<file path="config.mk">
export PLATFORM = sky130hd
export DESIGN_NAME = trb_ram
export DESIGN_NICKNAME = d
export VERILOG_FILES = /design/src/rtl/core/trace_reorder_buffer_assert.svh /design/src/rtl/core/trb_ram.sv
export SDC_FILE = /design/constraint.sdc
export NUM_CORES = 1
export LEC_CHECK = 0
export ABC_AREA = 1
export BUFFER_PORTS_ARGS = -buffer_cell sky130_fd_sc_hd__buf_2
export CAP_MARGIN = 20
export CORE_UTILIZATION = 45
export DETAILED_ROUTE_END_ITERATION = 10
export PLACE_DENSITY = 0.64
export SLEW_MARGIN = 25
export SYNTH_ARGS = -nofsm -noshare
export SYNTH_HDL_FRONTEND = slang
export SYNTH_SLANG_ARGS = --single-unit
</file>
<file path="constraint.sdc">
create_clock -name clk -period 1.29 [get_ports clk]
set_input_delay 0.129 -clock clk [delete_from_list [all_inputs] [get_ports clk]]
set_output_delay 0.129 -clock clk [all_outputs]
set_load 0.01 [all_outputs]
</file>
<file path="src/rtl/core/trace_reorder_buffer_assert.svh">
// Assertion helpers for the trace reorder buffer.
// Both expect clk and rst in the scope of the use.
`ifndef TRACE_REORDER_BUFFER_ASSERT_SVH
`define TRACE_REORDER_BUFFER_ASSERT_SVH

// Same-cycle implication.
`define TRB_ASSERT_IMP(label, ante, cons, msg) \
  label: assert property (@(posedge clk) disable iff (rst) (ante) |-> (cons)) \
    else $error(msg);

// Next-cycle implication.
`define TRB_ASSERT_NXT(label, ante, cons, msg) \
  label: assert property (@(posedge clk) disable iff (rst) (ante) |=> (cons)) \
    else $error(msg);

`endif

</file>
<file path="src/rtl/core/trb_ram.sv">
`default_nettype none

module trb_ram #(
  parameter int WIDTH = 8,
  parameter int DEPTH = 16,
  parameter int AW    = (DEPTH > 1) ? $clog2(DEPTH) : 1
) (
  input  wire logic             clk,
  input  wire logic             we,
  input  wire logic [AW-1:0]    waddr,
  input  wire logic [WIDTH-1:0] wdata,
  input  wire logic             re,
  input  wire logic [AW-1:0]    raddr,
  output logic      [WIDTH-1:0] rdata
);

  logic [WIDTH-1:0] mem [DEPTH];

  // Read data holds while re is low.
  always_ff @(posedge clk) begin
    if (we) begin
      mem[waddr] <= wdata;
    end
    if (re) begin
      rdata <= mem[raddr];
    end
  end

endmodule

`default_nettype wire

</file>
==> reports/qor.csv <==
stage,metric,value,unit
synthesis,synth_area_leaders,"sky130_fd_sc_hd__edfxtp_1 (70%), sky130_fd_sc_hd__nand2_1 (11%), sky130_fd_sc_hd__nand3_1 (8.3%)",
clock_tree,clk_latency,0.42,ns
synthesis,synth.top_cell.area_share,0.698,
setup_path,path_depth,1,
setup_path,start_kind,flip-flop,
routing,post_drt_wl_per_cell,16.7,um
setup_path,critical-path-max-stage-delay,0.43,ns
routing,drc,0,
synthesis,synth_commonest_cells,"sky130_fd_sc_hd__nand2_1 (173), sky130_fd_sc_hd__edfxtp_1 (136), sky130_fd_sc_hd__inv_1 (100), sky130_fd_sc_hd__nand3_1 (97), sky130_fd_sc_hd__nor2_1 (17)",
setup_path,arrival_time_of_the_worst_setup_path,1.03,ns
layout,final_core_util,0.543,
layout,area_delta_synth_final,17.3,%
layout,insertedDiodeCount,0,
placed_design,pre_cts_slack,-0.0844,ns
min_path,holdPathStages,1,
power,power.static_leakage,2.97,nW
setup_path,worst_ep_required_time,1.16,ns
global_route,number_of_global_route_vias_before_repair,3755,
setup_path,worst-path-max-fanout,1,
timing,maxSlewViolCount,0,
synthesis,post_synth.cell_area_avg,10.6,um2
synthesis,yosys.area_share.xor_xnor,0,
placed_design,dp_cells,755,
timing,setup_ws,0.135,ns
setup_path,cp_slowest_cell,sky130_fd_sc_hd__edfxtp_1,
synthesis,yosysWarnings,0,
timing,tightestPinTransition,0.606,ns
clock_tree,cts-htree-levels,4,
min_path,hold_class,in2reg,
power,p_total,10.1,mW
timing,finalSetupViolCount,0,
setup_path,cpLargestDelayFamily,flip-flops,
clock_tree,cts_sinks,136,
floorplanning,floorplan.rows,41,
setup_path,worst_setup_path_end_kind,output pin,
timing,final.hold.worst_slack,0.0882,ns
clock_tree,post_cts_resize_count,0,
routing,post_route_wl,13100,um
routing,dr_total_vias,3873,
setup_path,timing_worst_setup_path_type,reg2out,
placed_design,detailed_place.area,6310,um2
placed_design,gpl.final_weighted_congestion,0.811,
layout,layout-drive-gt1-share,0.135,
synthesis,postSynthRegisterBits,136,
global_route,overflow,0,
timing,worst_clock_skew,0.00520,ns
timing,grt_setup_unrepaired,no,
clock_tree,clk_path_buf_depth,2,
floorplanning,die_w,116,um
clock_tree,cts_tree,built,
synthesis,dominant_combinational_cell_family_by_area_after_synthesis,simple AND/OR/NAND/NOR gates,
setup_path,critical_path.n_buffers_inverters,1,
power,power.density,1470,nW/um2
placed_design,dp_hpwl,8410,um
setup_path,r2r.worst_path.cells,6,
clock_tree,cts_made_buffers,17,
synthesis,synth_compound_area_frac,0,
synthesis,synthMostInstantiatedCell,sky130_fd_sc_hd__nand2_1,
synthesis,syn_nets,570,
timing,fin_crit_sh,0.895,
floorplanning,placeableCoreArea,12600,um2
synthesis,synthCells,551,
global_route,grt_usage,0.220,
synthesis,post_synth_fa_ha_maj_area_fraction,0,
power,worst_ir_drop_vdd,816,uV
layout,finish.net_count,621,
timing,fin_tns_setup,0,ns
setup_path,path_cells,buf_2,
clock_tree,post-cts-setup-buffer-count,0,
layout,finalNonFillerCells,786,
floorplanning,fp.dieH,116,um
synthesis,synth.area.mux_share,0,
floorplanning,io-pin-count,27,
clock_tree,clock_slew_seen_by_the_registers_of_the_worst_setup_and_hold_paths,0.05,ns
global_route,grt_max_degree,33,
routing,drt_pass1_iterations,5,
synthesis,yosys.cell_types.count,11,
floorplanning,start_util,0.463,
layout,final_cell_area,6860,um2
routing,detail_route.vias_per_cell,4.93,
synthesis,postSynth.topFlopCell,sky130_fd_sc_hd__edfxtp_1,
routing,postRouteAntennaNets,0,
global_route,grt_first_pass_wirelength,20300,um
routing,first_iter_violations,289,
run,drv_cap,0,
global_route,antenna_found_initial,0,
synthesis,yosysSeqAreaShare,0.698,
floorplanning,dieArea,13500,um2
synthesis,post_synth_instance_area,5850,um2
timing,fmaxAchievable,0.866,GHz
status,outcome,"complete, no violations",
clock_tree,cts_hold_buf,0,
timing,timing.slew.headroom,0.595,
timing,report.final.hold_viol_count,0,
synthesis,synth_enable_flop_cells,136,
synthesis,synth_simple_gate_area_share,0.208,
placed_design,numPortBuffers,26,
synthesis,synthDominantAreaCellType,sky130_fd_sc_hd__edfxtp_1,
synthesis,async_s_r_ff_share_synth,0,
timing,min_period,1.15,ns
clock_tree,ctsRootBufferMaster,sky130_fd_sc_hd__clkbuf_16,
[layer usage]
layer  vias to the layer above  track usage  part of all wire  wire length, um
met5                         -            0                 0                0
met4                         0        0.108             0.021              274
met3                        22       0.0570             0.060              789
met2                       120        0.351              0.49             6490
met1                      1850        0.280              0.43             5580
li1                       1881            -                 -                -
[registers in the layout, summed over array words and instances (netlist names)]
register	flops
mem	128
rdata	8
[path summary, 6_finish.rpt]
kind | from | end | slack (ns)
min reg2reg | mem[6][7] | rdata[7] | 0.73
min | re | rdata[7] | 0.09
max reg2reg | mem[10][4] | rdata[4] | 0.17
max | rdata[3] | rdata[3] | 0.14
[area by class of cell]
class | count | area, um2
Clock inverter | 12 | 110
Timing Repair Buffer | 56 | 418
Tap cell | 172 | 215
Sequential cell | 136 | 4080
Clock buffer | 19 | 433
Multi-Input combinational cell | 289 | 1210
Inverter | 102 | 383
Fill cell | 1110 | 5760
[report_power, final]
part / internal, mW / leakage, nW / switching [mW]
Combinational: 0.206 / 1.47 / 0.433
Sequential: 4.98 / 1.24 / 0.0350
Clock: 2.78 / 0.262 / 1.67
[placed cells by master, fill, tap and decap left out, drive strengths merged]
cell type / count
edfxtp: 136
clkbuf: 19
inv: 102
nand2: 173
buf: 56
clkinvlp: 2
bufinv: 2
nand3b: 2
nand3: 97
nor2: 17
clkinv: 8
[cell families after synthesis]
group         after synthesis
simple gates              289
buf+inv                   126
flops                     136
Power figures use the tool's default switching activity.
